==> config.mk <==
export PLATFORM = sky130hd
export DESIGN_NAME = html_entity_decoder
export DESIGN_NICKNAME = d
export VERILOG_FILES = /design/src/rtl/core/hed_pkg.sv /design/src/rtl/core/hed_front.sv /design/src/rtl/core/hed_queue.sv /design/src/rtl/core/hed_back.sv /design/src/rtl/core/html_entity_decoder.sv
export SDC_FILE = /design/constraint.sdc
export NUM_CORES = 1
export LEC_CHECK = 0
export ABC_AREA = 1
export BUFFER_PORTS_ARGS = -buffer_cell sky130_fd_sc_hd__buf_4
export CELL_PAD_IN_SITES_DETAIL_PLACEMENT = 0
export CELL_PAD_IN_SITES_GLOBAL_PLACEMENT = 1
export CORE_MARGIN = 2
export CORE_UTILIZATION = 46
export DETAILED_ROUTE_END_ITERATION = 16
export PLACE_DENSITY = 0.81
export SLEW_MARGIN = 20
export SYNTH_ARGS = -nofsm -noshare
export SYNTH_HDL_FRONTEND = slang
export SYNTH_SLANG_ARGS = --single-unit
==> constraint.sdc <==
create_clock -name clk -period 5.7 [get_ports clk]
set_input_delay 1.14 -clock clk [delete_from_list [all_inputs] [get_ports clk]]
set_output_delay 1.14 -clock clk [all_outputs]
set_load 0.005 [all_outputs]
==> src/rtl/core/hed_pkg.sv <==
// Types, constants and entity tables shared by the HTML entity decoder modules.
package hed_pkg;

  // Entity set and hold buffer geometry
  localparam int NUM_ENT    = 6;
  localparam int HOLD_DEPTH = 6;
  localparam int CNT_W      = 3;
  localparam int ENT_W      = 3;

  // Characters with a special role
  localparam logic [7:0] CH_AMP   = 8'h26;  // '&'
  localparam logic [7:0] CH_SEMI  = 8'h3b;  // ';'
  localparam logic [7:0] CH_QUOT  = 8'h22;  // '"'
  localparam logic [7:0] CH_APOS  = 8'h27;  // '\''
  localparam logic [7:0] CH_SLASH = 8'h2f;  // '/'
  localparam logic [7:0] CH_GT    = 8'h3e;  // '>'
  localparam logic [7:0] CH_LT    = 8'h3c;  // '<'

  // Entity indexes, also the bit positions of the viable mask
  localparam logic [ENT_W-1:0] ENT_QUOT  = 3'd0;
  localparam logic [ENT_W-1:0] ENT_APOS  = 3'd1;
  localparam logic [ENT_W-1:0] ENT_AMP   = 3'd2;
  localparam logic [ENT_W-1:0] ENT_GT    = 3'd3;
  localparam logic [ENT_W-1:0] ENT_LT    = 3'd4;
  localparam logic [ENT_W-1:0] ENT_FRASL = 3'd5;

  // Entity spellings, character 0 in the lowest byte
  localparam logic [7:0][7:0] TXT_QUOT  = {8'h00, 8'h00, CH_SEMI, "t", "o", "u", "q", CH_AMP};
  localparam logic [7:0][7:0] TXT_APOS  = {8'h00, 8'h00, CH_SEMI, "s", "o", "p", "a", CH_AMP};
  localparam logic [7:0][7:0] TXT_AMP   = {8'h00, 8'h00, 8'h00, CH_SEMI, "p", "m", "a", CH_AMP};
  localparam logic [7:0][7:0] TXT_GT    = {8'h00, 8'h00, 8'h00, 8'h00, CH_SEMI, "t", "g", CH_AMP};
  localparam logic [7:0][7:0] TXT_LT    = {8'h00, 8'h00, 8'h00, 8'h00, CH_SEMI, "t", "l", CH_AMP};
  localparam logic [7:0][7:0] TXT_FRASL = {8'h00, CH_SEMI, "l", "s", "a", "r", "f", CH_AMP};

  // One request from the classifier to the output serializer: the first cnt
  // held bytes, then the tail byte when tail_vld is set.
  typedef struct packed {
    logic [HOLD_DEPTH-1:0][7:0] held;
    logic [CNT_W-1:0]           cnt;
    logic                       tail_vld;
    logic [7:0]                 tail;
    logic                       last;
  } hed_cmd_t;

  // Character of an entity at a given position
  function automatic logic [7:0] ent_text_at(input logic [ENT_W-1:0] e,
                                             input logic [CNT_W-1:0] pos);
    logic [7:0] ch;
    unique case (e)
      ENT_QUOT:  ch = TXT_QUOT[pos];
      ENT_APOS:  ch = TXT_APOS[pos];
      ENT_AMP:   ch = TXT_AMP[pos];
      ENT_GT:    ch = TXT_GT[pos];
      ENT_LT:    ch = TXT_LT[pos];
      ENT_FRASL: ch = TXT_FRASL[pos];
      default:   ch = 8'h00;
    endcase
    return ch;
  endfunction

  // Length of an entity including '&' and ';'
  function automatic logic [CNT_W-1:0] ent_len(input logic [ENT_W-1:0] e);
    logic [CNT_W-1:0] len;
    unique case (e)
      ENT_QUOT:  len = 3'd6;
      ENT_APOS:  len = 3'd6;
      ENT_AMP:   len = 3'd5;
      ENT_GT:    len = 3'd4;
      ENT_LT:    len = 3'd4;
      ENT_FRASL: len = 3'd7;
      default:   len = 3'd0;
    endcase
    return len;
  endfunction

  // Decoded character of an entity
  function automatic logic [7:0] ent_char(input logic [ENT_W-1:0] e);
    logic [7:0] ch;
    unique case (e)
      ENT_QUOT:  ch = CH_QUOT;
      ENT_APOS:  ch = CH_APOS;
      ENT_AMP:   ch = CH_AMP;
      ENT_GT:    ch = CH_GT;
      ENT_LT:    ch = CH_LT;
      ENT_FRASL: ch = CH_SLASH;
      default:   ch = 8'h00;
    endcase
    return ch;
  endfunction

endpackage

==> src/rtl/core/hed_front.sv <==
// Front end: tracks the partial entity match; a byte is held in it or becomes a request.
module hed_front (
  input  logic              clk,
  input  logic              rst_n,
  input  logic              acc,        // byte accepted this cycle
  input  logic [7:0]        char_in,
  input  logic              last_in,
  output logic              push,
  output hed_pkg::hed_cmd_t cmd
);

  logic [hed_pkg::HOLD_DEPTH-1:0][7:0] held_r, held_nxt;
  logic [hed_pkg::CNT_W-1:0]           cnt_r, cnt_nxt;
  logic [hed_pkg::NUM_ENT-1:0]         viable_r, viable_nxt;

  logic [hed_pkg::NUM_ENT-1:0] mask;
  logic                        done;
  logic [7:0]                  done_char;
  logic                        is_amp;
  logic                        can_extend;

  // Compare the byte against every still-viable entity at the current position
  always_comb begin
    mask      = '0;
    done      = 1'b0;
    done_char = 8'h00;
    for (int e = 0; e < hed_pkg::NUM_ENT; e++) begin
      if (viable_r[e] && (cnt_r < hed_pkg::ent_len(3'(e))) &&
          (hed_pkg::ent_text_at(3'(e), cnt_r) == char_in)) begin
        mask[e] = 1'b1;
        if (cnt_r + 3'd1 == hed_pkg::ent_len(3'(e))) begin
          done      = 1'b1;
          done_char = hed_pkg::ent_char(3'(e));
        end
      end
    end
  end

  assign is_amp     = (char_in == hed_pkg::CH_AMP);
  assign can_extend = (mask != '0) && (cnt_r < 3'(hed_pkg::HOLD_DEPTH));

  // Next match state and the request for this byte
  always_comb begin
    held_nxt     = held_r;
    cnt_nxt      = cnt_r;
    viable_nxt   = viable_r;
    cmd.held     = held_r;
    cmd.cnt      = '0;
    cmd.tail_vld = 1'b0;
    cmd.tail     = char_in;
    cmd.last     = last_in;
    if (cnt_r != '0 && done) begin
      // Entity complete: emit its character
      cmd.tail     = done_char;
      cmd.tail_vld = 1'b1;
      cnt_nxt      = '0;
      viable_nxt   = '0;
    end else if (cnt_r != '0 && can_extend) begin
      if (last_in) begin
        // Final byte inside a match: flush held bytes and this byte
        cmd.cnt      = cnt_r;
        cmd.tail_vld = 1'b1;
        cnt_nxt      = '0;
        viable_nxt   = '0;
      end else begin
        held_nxt[cnt_r] = char_in;
        cnt_nxt         = cnt_r + 3'd1;
        viable_nxt      = mask;
      end
    end else begin
      // Failed match or nothing held: flush, then treat the byte afresh
      cmd.cnt = cnt_r;
      if (is_amp && !last_in) begin
        held_nxt[0] = char_in;
        cnt_nxt     = 3'd1;
        viable_nxt  = '1;
      end else begin
        cmd.tail_vld = 1'b1;
        cnt_nxt      = '0;
        viable_nxt   = '0;
      end
    end
  end

  assign push = acc && ((cmd.cnt != '0) || cmd.tail_vld);

  // Match state registers
  always_ff @(posedge clk) begin
    if (!rst_n) begin
      cnt_r    <= '0;
      viable_r <= '0;
    end else if (acc) begin
      cnt_r    <= cnt_nxt;
      viable_r <= viable_nxt;
    end
  end

  // Held bytes carry no reset; only entries below the count are read
  always_ff @(posedge clk) begin
    if (acc) begin
      held_r <= held_nxt;
    end
  end

endmodule

==> src/rtl/core/hed_queue.sv <==
// Short request queue between the front end and the output serializer.
module hed_queue #(
  parameter int DEPTH = 4
) (
  input  logic              clk,
  input  logic              rst_n,
  input  logic              push,
  input  hed_pkg::hed_cmd_t push_data,
  input  logic              pop,
  output hed_pkg::hed_cmd_t head,
  output logic              not_empty,
  output logic              full
);

  localparam int PTR_W = (DEPTH > 1) ? $clog2(DEPTH) : 1;
  localparam int CNT_W = $clog2(DEPTH + 1);

  hed_pkg::hed_cmd_t mem_r [DEPTH];
  logic [PTR_W-1:0]  wr_ptr_r, wr_ptr_nxt;
  logic [PTR_W-1:0]  rd_ptr_r, rd_ptr_nxt;
  logic [CNT_W-1:0]  level_r, level_nxt;
  logic              do_push;
  logic              do_pop;

  assign full      = (level_r == CNT_W'(DEPTH));
  assign not_empty = (level_r != '0);
  assign do_push   = push && !full;
  assign do_pop    = pop && not_empty;
  assign head      = mem_r[rd_ptr_r];

  // Pointer and level update
  always_comb begin
    wr_ptr_nxt = wr_ptr_r;
    rd_ptr_nxt = rd_ptr_r;
    level_nxt  = level_r;
    if (do_push) begin
      wr_ptr_nxt = (wr_ptr_r == PTR_W'(DEPTH - 1)) ? '0 : wr_ptr_r + 1'b1;
    end
    if (do_pop) begin
      rd_ptr_nxt = (rd_ptr_r == PTR_W'(DEPTH - 1)) ? '0 : rd_ptr_r + 1'b1;
    end
    if (do_push && !do_pop) begin
      level_nxt = level_r + 1'b1;
    end else if (do_pop && !do_push) begin
      level_nxt = level_r - 1'b1;
    end
  end

  always_ff @(posedge clk) begin
    if (!rst_n) begin
      wr_ptr_r <= '0;
      rd_ptr_r <= '0;
      level_r  <= '0;
    end else begin
      wr_ptr_r <= wr_ptr_nxt;
      rd_ptr_r <= rd_ptr_nxt;
      level_r  <= level_nxt;
    end
  end

  // Entry storage
  always_ff @(posedge clk) begin
    if (do_push) begin
      mem_r[wr_ptr_r] <= push_data;
    end
  end

endmodule

==> src/rtl/core/hed_back.sv <==
// Back end: head request to output register, one byte per cycle unless stalled.
module hed_back (
  input  logic              clk,
  input  logic              rst_n,
  input  hed_pkg::hed_cmd_t head,
  input  logic              head_vld,
  output logic              pop,
  output logic              out_vld,
  input  logic              out_rdy,
  output logic [7:0]        out_char,
  output logic              out_last,
  output logic              out_text_end
);

  logic [hed_pkg::CNT_W-1:0] idx_r, idx_nxt;
  logic                      vld_r;
  logic [7:0]                char_r;
  logic                      last_r;
  logic                      end_r;

  logic [hed_pkg::CNT_W-1:0] total;
  logic                      final_byte;
  logic [7:0]                cur_char;
  logic                      load;

  // Byte selection within the head request
  assign total      = head.cnt + {{(hed_pkg::CNT_W-1){1'b0}}, head.tail_vld};
  assign final_byte = (idx_r + 3'd1 == total);
  assign cur_char   = (idx_r < head.cnt) ? head.held[idx_r] : head.tail;
  assign load       = head_vld && (!vld_r || out_rdy);
  assign pop        = load && final_byte;

  always_comb begin
    idx_nxt = idx_r;
    if (load) begin
      idx_nxt = final_byte ? '0 : idx_r + 3'd1;
    end
  end

  // Output register control
  always_ff @(posedge clk) begin
    if (!rst_n) begin
      vld_r <= 1'b0;
      idx_r <= '0;
    end else begin
      idx_r <= idx_nxt;
      if (load) begin
        vld_r <= 1'b1;
      end else if (out_rdy) begin
        vld_r <= 1'b0;
      end
    end
  end

  // Output register payload
  always_ff @(posedge clk) begin
    if (load) begin
      char_r <= cur_char;
      last_r <= final_byte;
      end_r  <= final_byte && head.last;
    end
  end

  assign out_vld      = vld_r;
  assign out_char     = char_r;
  assign out_last     = last_r;
  assign out_text_end = end_r;

endmodule

==> src/rtl/core/html_entity_decoder.sv <==
// Top level of the HTML entity decoder: classifier, request queue and output serializer.
//
//   Channel | Direction | Payload
//   in_     | sink      | tdata: char[7:0]; tlast: final byte of the text
//   out_    | source    | tdata: char[7:0]; tlast: last byte for its input; tuser: text end
//
// One input byte is accepted per cycle while the request queue has room; one
// output byte leaves per cycle from the output register while out_tready is high. A byte
// that completes or passes through yields one output byte; a failed match or a final byte
// inside an unfinished match flushes up to six held bytes, one per cycle while out_tready
// is high, and the QUEUE_DEPTH-entry queue absorbs such bursts. Reset clears the match
// state, queue and output valid. in_tready falls only while the queue is full.
module html_entity_decoder #(
  parameter int QUEUE_DEPTH = 4
) (
  input  logic       clk,
  input  logic       rst_n,
  input  logic       in_tvalid,
  output logic       in_tready,
  input  logic [7:0] in_tdata,   // [7:0] in_char
  input  logic       in_tlast,
  output logic       out_tvalid,
  input  logic       out_tready,
  output logic [7:0] out_tdata,  // [7:0] out_char
  output logic       out_tlast,
  output logic       out_tuser   // [0] out_text_end
);

  hed_pkg::hed_cmd_t cmd;
  hed_pkg::hed_cmd_t head;
  logic              push;
  logic              pop;
  logic              head_vld;
  logic              q_full;
  logic              acc;

  assign in_tready = !q_full;
  assign acc       = in_tvalid && in_tready;

  hed_front u_front (
    .clk     (clk),
    .rst_n   (rst_n),
    .acc     (acc),
    .char_in (in_tdata),
    .last_in (in_tlast),
    .push    (push),
    .cmd     (cmd)
  );

  hed_queue #(
    .DEPTH (QUEUE_DEPTH)
  ) u_queue (
    .clk       (clk),
    .rst_n     (rst_n),
    .push      (push),
    .push_data (cmd),
    .pop       (pop),
    .head      (head),
    .not_empty (head_vld),
    .full      (q_full)
  );

  hed_back u_back (
    .clk          (clk),
    .rst_n        (rst_n),
    .head         (head),
    .head_vld     (head_vld),
    .pop          (pop),
    .out_vld      (out_tvalid),
    .out_rdy      (out_tready),
    .out_char     (out_tdata),
    .out_last     (out_tlast),
    .out_text_end (out_tuser)
  );

endmodule
==> results.tsv <==
stage	metric	value	unit
job	maxCapViolCount	0	
yosys	mappedNetlistNets	1363	
sta	timing_worst_slew_pin_value	0.9302	ns
pwr	power-per-cell-area	438.4	mW/mm2
clock_tree	clk_transition_reported_paths	0.06	ns
yosys	synth.lib_cells_used.distinct	47	
worst_setup_path	kind_of_start_point_of_the_critical_path	flip-flop	
yosys	asyncSetResetFlopFracSynth	0	%
worst_hold_path	min_from	u_front.cmd[19]$_DFFE_PP_	
worst_setup_path	kind_of_end_point_of_the_critical_path	flip-flop	
yosys	seq_area_frac_synth	68.35	%
grt	grt_pass1_vias	9419	
detailed_routing	drt_pre_antenna_iters	5	
floorplan	effective_utilization_at_floorplan	46.94	%
sta	final_min_period_over_clock_period	65.82	%
clock_tree	clock-root-buffer	sky130_fd_sc_hd__clkbuf_16	
worst_hold_path	timing.hold.worst_path_depth	0	
pwr	internal_power	5.165	mW
yosys	post-synth-top-area-fraction	61.07	%
layout	layout.nets	1386	
floorplan	overall_die_area	0.03374	mm2
grt	global_route.overflow_total	0	
grt	antenna_found_initial	1	
sta	timing_max_transition_violations_final	0	
yosys	synth_enable_flop_cells	302	
yosys	synth.area.top_cells	sky130_fd_sc_hd__edfxtp_1 61%, sky130_fd_sc_hd__dfxtp_1 7.3%, sky130_fd_sc_hd__nor2_1 5.9%	
pwr	worst_vdd_ir	242.5	uV
layout	flow.area_growth_from_synthesis	13.18	%
grt	grt_use_total	20.95	%
yosys	yosysWarningCount	0	
sta	shortest_period_the_worst_path_allows	3.752	ns
clock_tree	postCtsResizedCells	0	
grt	most_congested_layer_reported_by_global_routing	met2	
clock_tree	cts_made_buffers	37	
detailed_routing	drt_iter0_drc	1140	
worst_setup_path	setup.reg_to_reg.worst_slack	1.95	ns
clock_tree	source_to_sink_clock_delay_at_the_later_pin_of_the_worst_skew_pair	0.53	ns
clock_tree	htree_levels	2	
pwr	sw_frac_of_total	29.91	%
detailed_routing	detail_route.wirelength	34550	um
sta	setup_repair_after_global_routing_missed_its_margin	no	
floorplan	horizontal_die_dimension	183.7	um
yosys	flop_and_latch_count_out_of_synthesis	356	
detailed_routing	remaining_drc_errors	0	
floorplan	floorplan.io_pins	25	
sta	clock-skew-final	0.02550	ns
pwr	power.clock.fraction	34.1	%
status	run_status	finished clean	
clock_tree	tritoncts	done	
sta	final-hold-violation-count	0	
clock_tree	cts_setup_buffers	0	
clock_tree	cts_hold_repair.buffers	0	
sta	final_tns_setup	0	ns
worst_setup_path	worst-path-max-fanout	52	
yosys	yosysMostFrequentCell	sky130_fd_sc_hd__edfxtp_1	
detailed_routing	postRouteAntennaNets	0	
grt	groute.layer.met1.usage	28.55	%
yosys	post_syn_area_per_cell	11.20	um2
worst_setup_path	required	6.11	ns
detailed_routing	post_drt_via_cell_ratio	5.529	
grt	groute.layer.met2.usage	35.53	%
worst_setup_path	timing.rr.end	u_queue.level_r[1]$_SDFFE_PN0P_	
sta	final-setup-viol-count	0	
worst_hold_path	min_delay_worst_endpoint	u_queue.mem_r[1][19]$_DFFE_PP_	
worst_setup_path	worst_ep_arrival_time	4.16	ns
worst_setup_path	worst_r2r_path_cells	14	
pwr	share_seq_of_total_power	44.1	%
yosys	synth_cells	1326	
worst_setup_path	setup.worst_path.class	reg -> reg	
place	place_hpwl	21350	um
worst_hold_path	hold_path.class	reg -> reg	
yosys	synth_commonest_cells	302 x sky130_fd_sc_hd__edfxtp_1, 235 x sky130_fd_sc_hd__nor2_1, 207 x sky130_fd_sc_hd__nand2_1, 131 x sky130_fd_sc_hd__o21ai_0, 94 x sky130_fd_sc_hd__inv_1	
grt	first_pass_grt_wire_length	53700	um
grt	globalRouteMet3Util	2.734	%
layout	layout-drive-gt1-share	10.09	%
place	routabilityCongestion	0.9097	
floorplan	placementRows	65	
pwr	total_power	7.369	mW
place	io_buffers	24	
detailed_routing	dr_total_vias	9836	
clock_tree	clkSinkCount	356	
pwr	leakagePower	6.314	nW
floorplan	die-height	183.7	um
yosys	yosysTopAreaCell	sky130_fd_sc_hd__edfxtp_1	
detailed_routing	avgRoutedWirePerCell	19.42	um
pwr	psw	2.204	mW
yosys	mappedNetlistArea	0.01485	mm2
pwr	comb_power_share	21.8	%
clock_tree	clockBufferDepth	3	
sta	timing.fmax	266.5	MHz
yosys	synth-main-ff-cell	sky130_fd_sc_hd__edfxtp_1	
grt	grt_start_max_net_pins	73	
floorplan	floorplan.core_area	0.03164	mm2
layout	antenna_cells	0	
sta	timing.slew.headroom	37.70	%
[how the worst max path moves through the flow]
stage / startpoint / endpoint / slack [ns] / cells past startpoint
2_1_floorplan: in_tdata[4] / u_queue.mem_r[0][0]$_DFFE_PP_ / 0.12 / 17
3_3_place_gp: in_tdata[0] / u_queue.level_r[2]$_SDFFE_PN0P_ / 1.50 / 21
3_5_place_dp: in_tdata[0] / u_queue.level_r[2]$_SDFFE_PN0P_ / 1.51 / 22
4_1_cts: flip-flop / u_queue.level_r[2]$_SDFFE_PN0P_ / 1.95 / 19
5_1_grt: flip-flop / u_queue.level_r[2]$_SDFFE_PN0P_ / 1.54 / 19
6_report: flip-flop / u_queue.level_r[1]$_SDFFE_PN0P_ / 1.95 / 14
[final cells by class]
type / count / area, um2
Inverter: 104 / 394.1
Tap cell: 402 / 503.0
Clock buffer: 45 / 977.2
Multi-Input combinational cell: 807 / 4089
Timing Repair Buffer: 43 / 372.9
Clock inverter: 22 / 316.6
Sequential cell: 356 / 10150
Fill cell: 2634 / 14830
[power by group through the flow]
stage               clock (mW)  combinational, mW  sequential (mW)
global placement             0               1.58             3.30
finish                    2.51               1.60             3.25
detailed placement           0               1.60             3.30
CTS                       2.55               1.61             3.25
floorplan                    0               1.06             3.26
global route              2.67               1.78             3.27
[layout by cell type, fill, tap and decap left out, drive strengths merged, types with 2 or more instances in the layout]
cell type,netlist,routed
edfxtp,302,302
nor2,239,239
nand2,217,217
o21ai,135,135
inv,102,103
dfxtp,54,54
nand3,46,46
clkbuf,45,45
buf,14,43
o221ai,30,30
o22ai,28,28
ha,23,23
a31oi,17,17
a21oi,16,16
nor3,16,16
clkinv,2,13
o211ai,11,11
nand4,7,7
bufinv,0,7
xor2,4,4
xnor2,4,4
nor4,3,3
clkinvlp,0,3
or2,2,2
[per-stage QoR]
step           setup slack (ns)  area [um2]  hold WS, ns  util (%)  instances
2_1_floorplan            0.1213       14850       0.4580         -       1326
3_3_place_gp              1.502       15510       0.4628     49.04       1712
3_5_place_dp              1.513       15510       0.4801     49.04       1712
4_1_cts                   1.951       16810       0.4859     53.13       1779
5_1_grt                   1.540       16810       0.5001     53.13       1779
6_report                  1.948       16810       0.4897     53.13       1779
[kinds of logic after synthesis]
group	synth area share, %
flip-flops	68.35
AND/OR/NAND/NOR	14.94
AO/OA/AOI/OAI	9.807
buffers and inverters	4.364
adder cells (fa/ha/maj)	2.073
XOR/XNOR	0.4718
[per-layer routing]
metal,vias up,routed length (um)
li1,4688,-
met1,4743,14760
met2,354,17000
met3,51,2126
met4,0,656
met5,-,0
[worst max-delay path, stage by stage (launching register included)]
cell and delay [ns]:
sky130_fd_sc_hd__dfxtp_2 0.57, sky130_fd_sc_hd__buf_4 0.56, sky130_fd_sc_hd__o21ai_1 0.15, sky130_fd_sc_hd__o22ai_1 0.28, sky130_fd_sc_hd__ha_1 0.30, sky130_fd_sc_hd__or2_2 0.30, sky130_fd_sc_hd__a21oi_1 0.13, sky130_fd_sc_hd__nand2_1 0.10
sky130_fd_sc_hd__inv_1 0.17, sky130_fd_sc_hd__nand2_1 0.12, sky130_fd_sc_hd__ha_1 0.21, sky130_fd_sc_hd__inv_1 0.10, sky130_fd_sc_hd__fa_1 0.39, sky130_fd_sc_hd__o21ai_0 0.16, sky130_fd_sc_hd__a21oi_1 0.06
[state kept, by name, indices dropped and copies added, names as in the netlist, 3 cells and up, named ones only]
signal            count
u_front.cnt_r         3
u_front.viable_r      6
u_queue.mem_r       244
u_front.cmd          48
u_back.idx_r          3
u_queue.level_r       3
u_back.out_char       8
No activity file was read; power rests on OpenSTA's default activity.
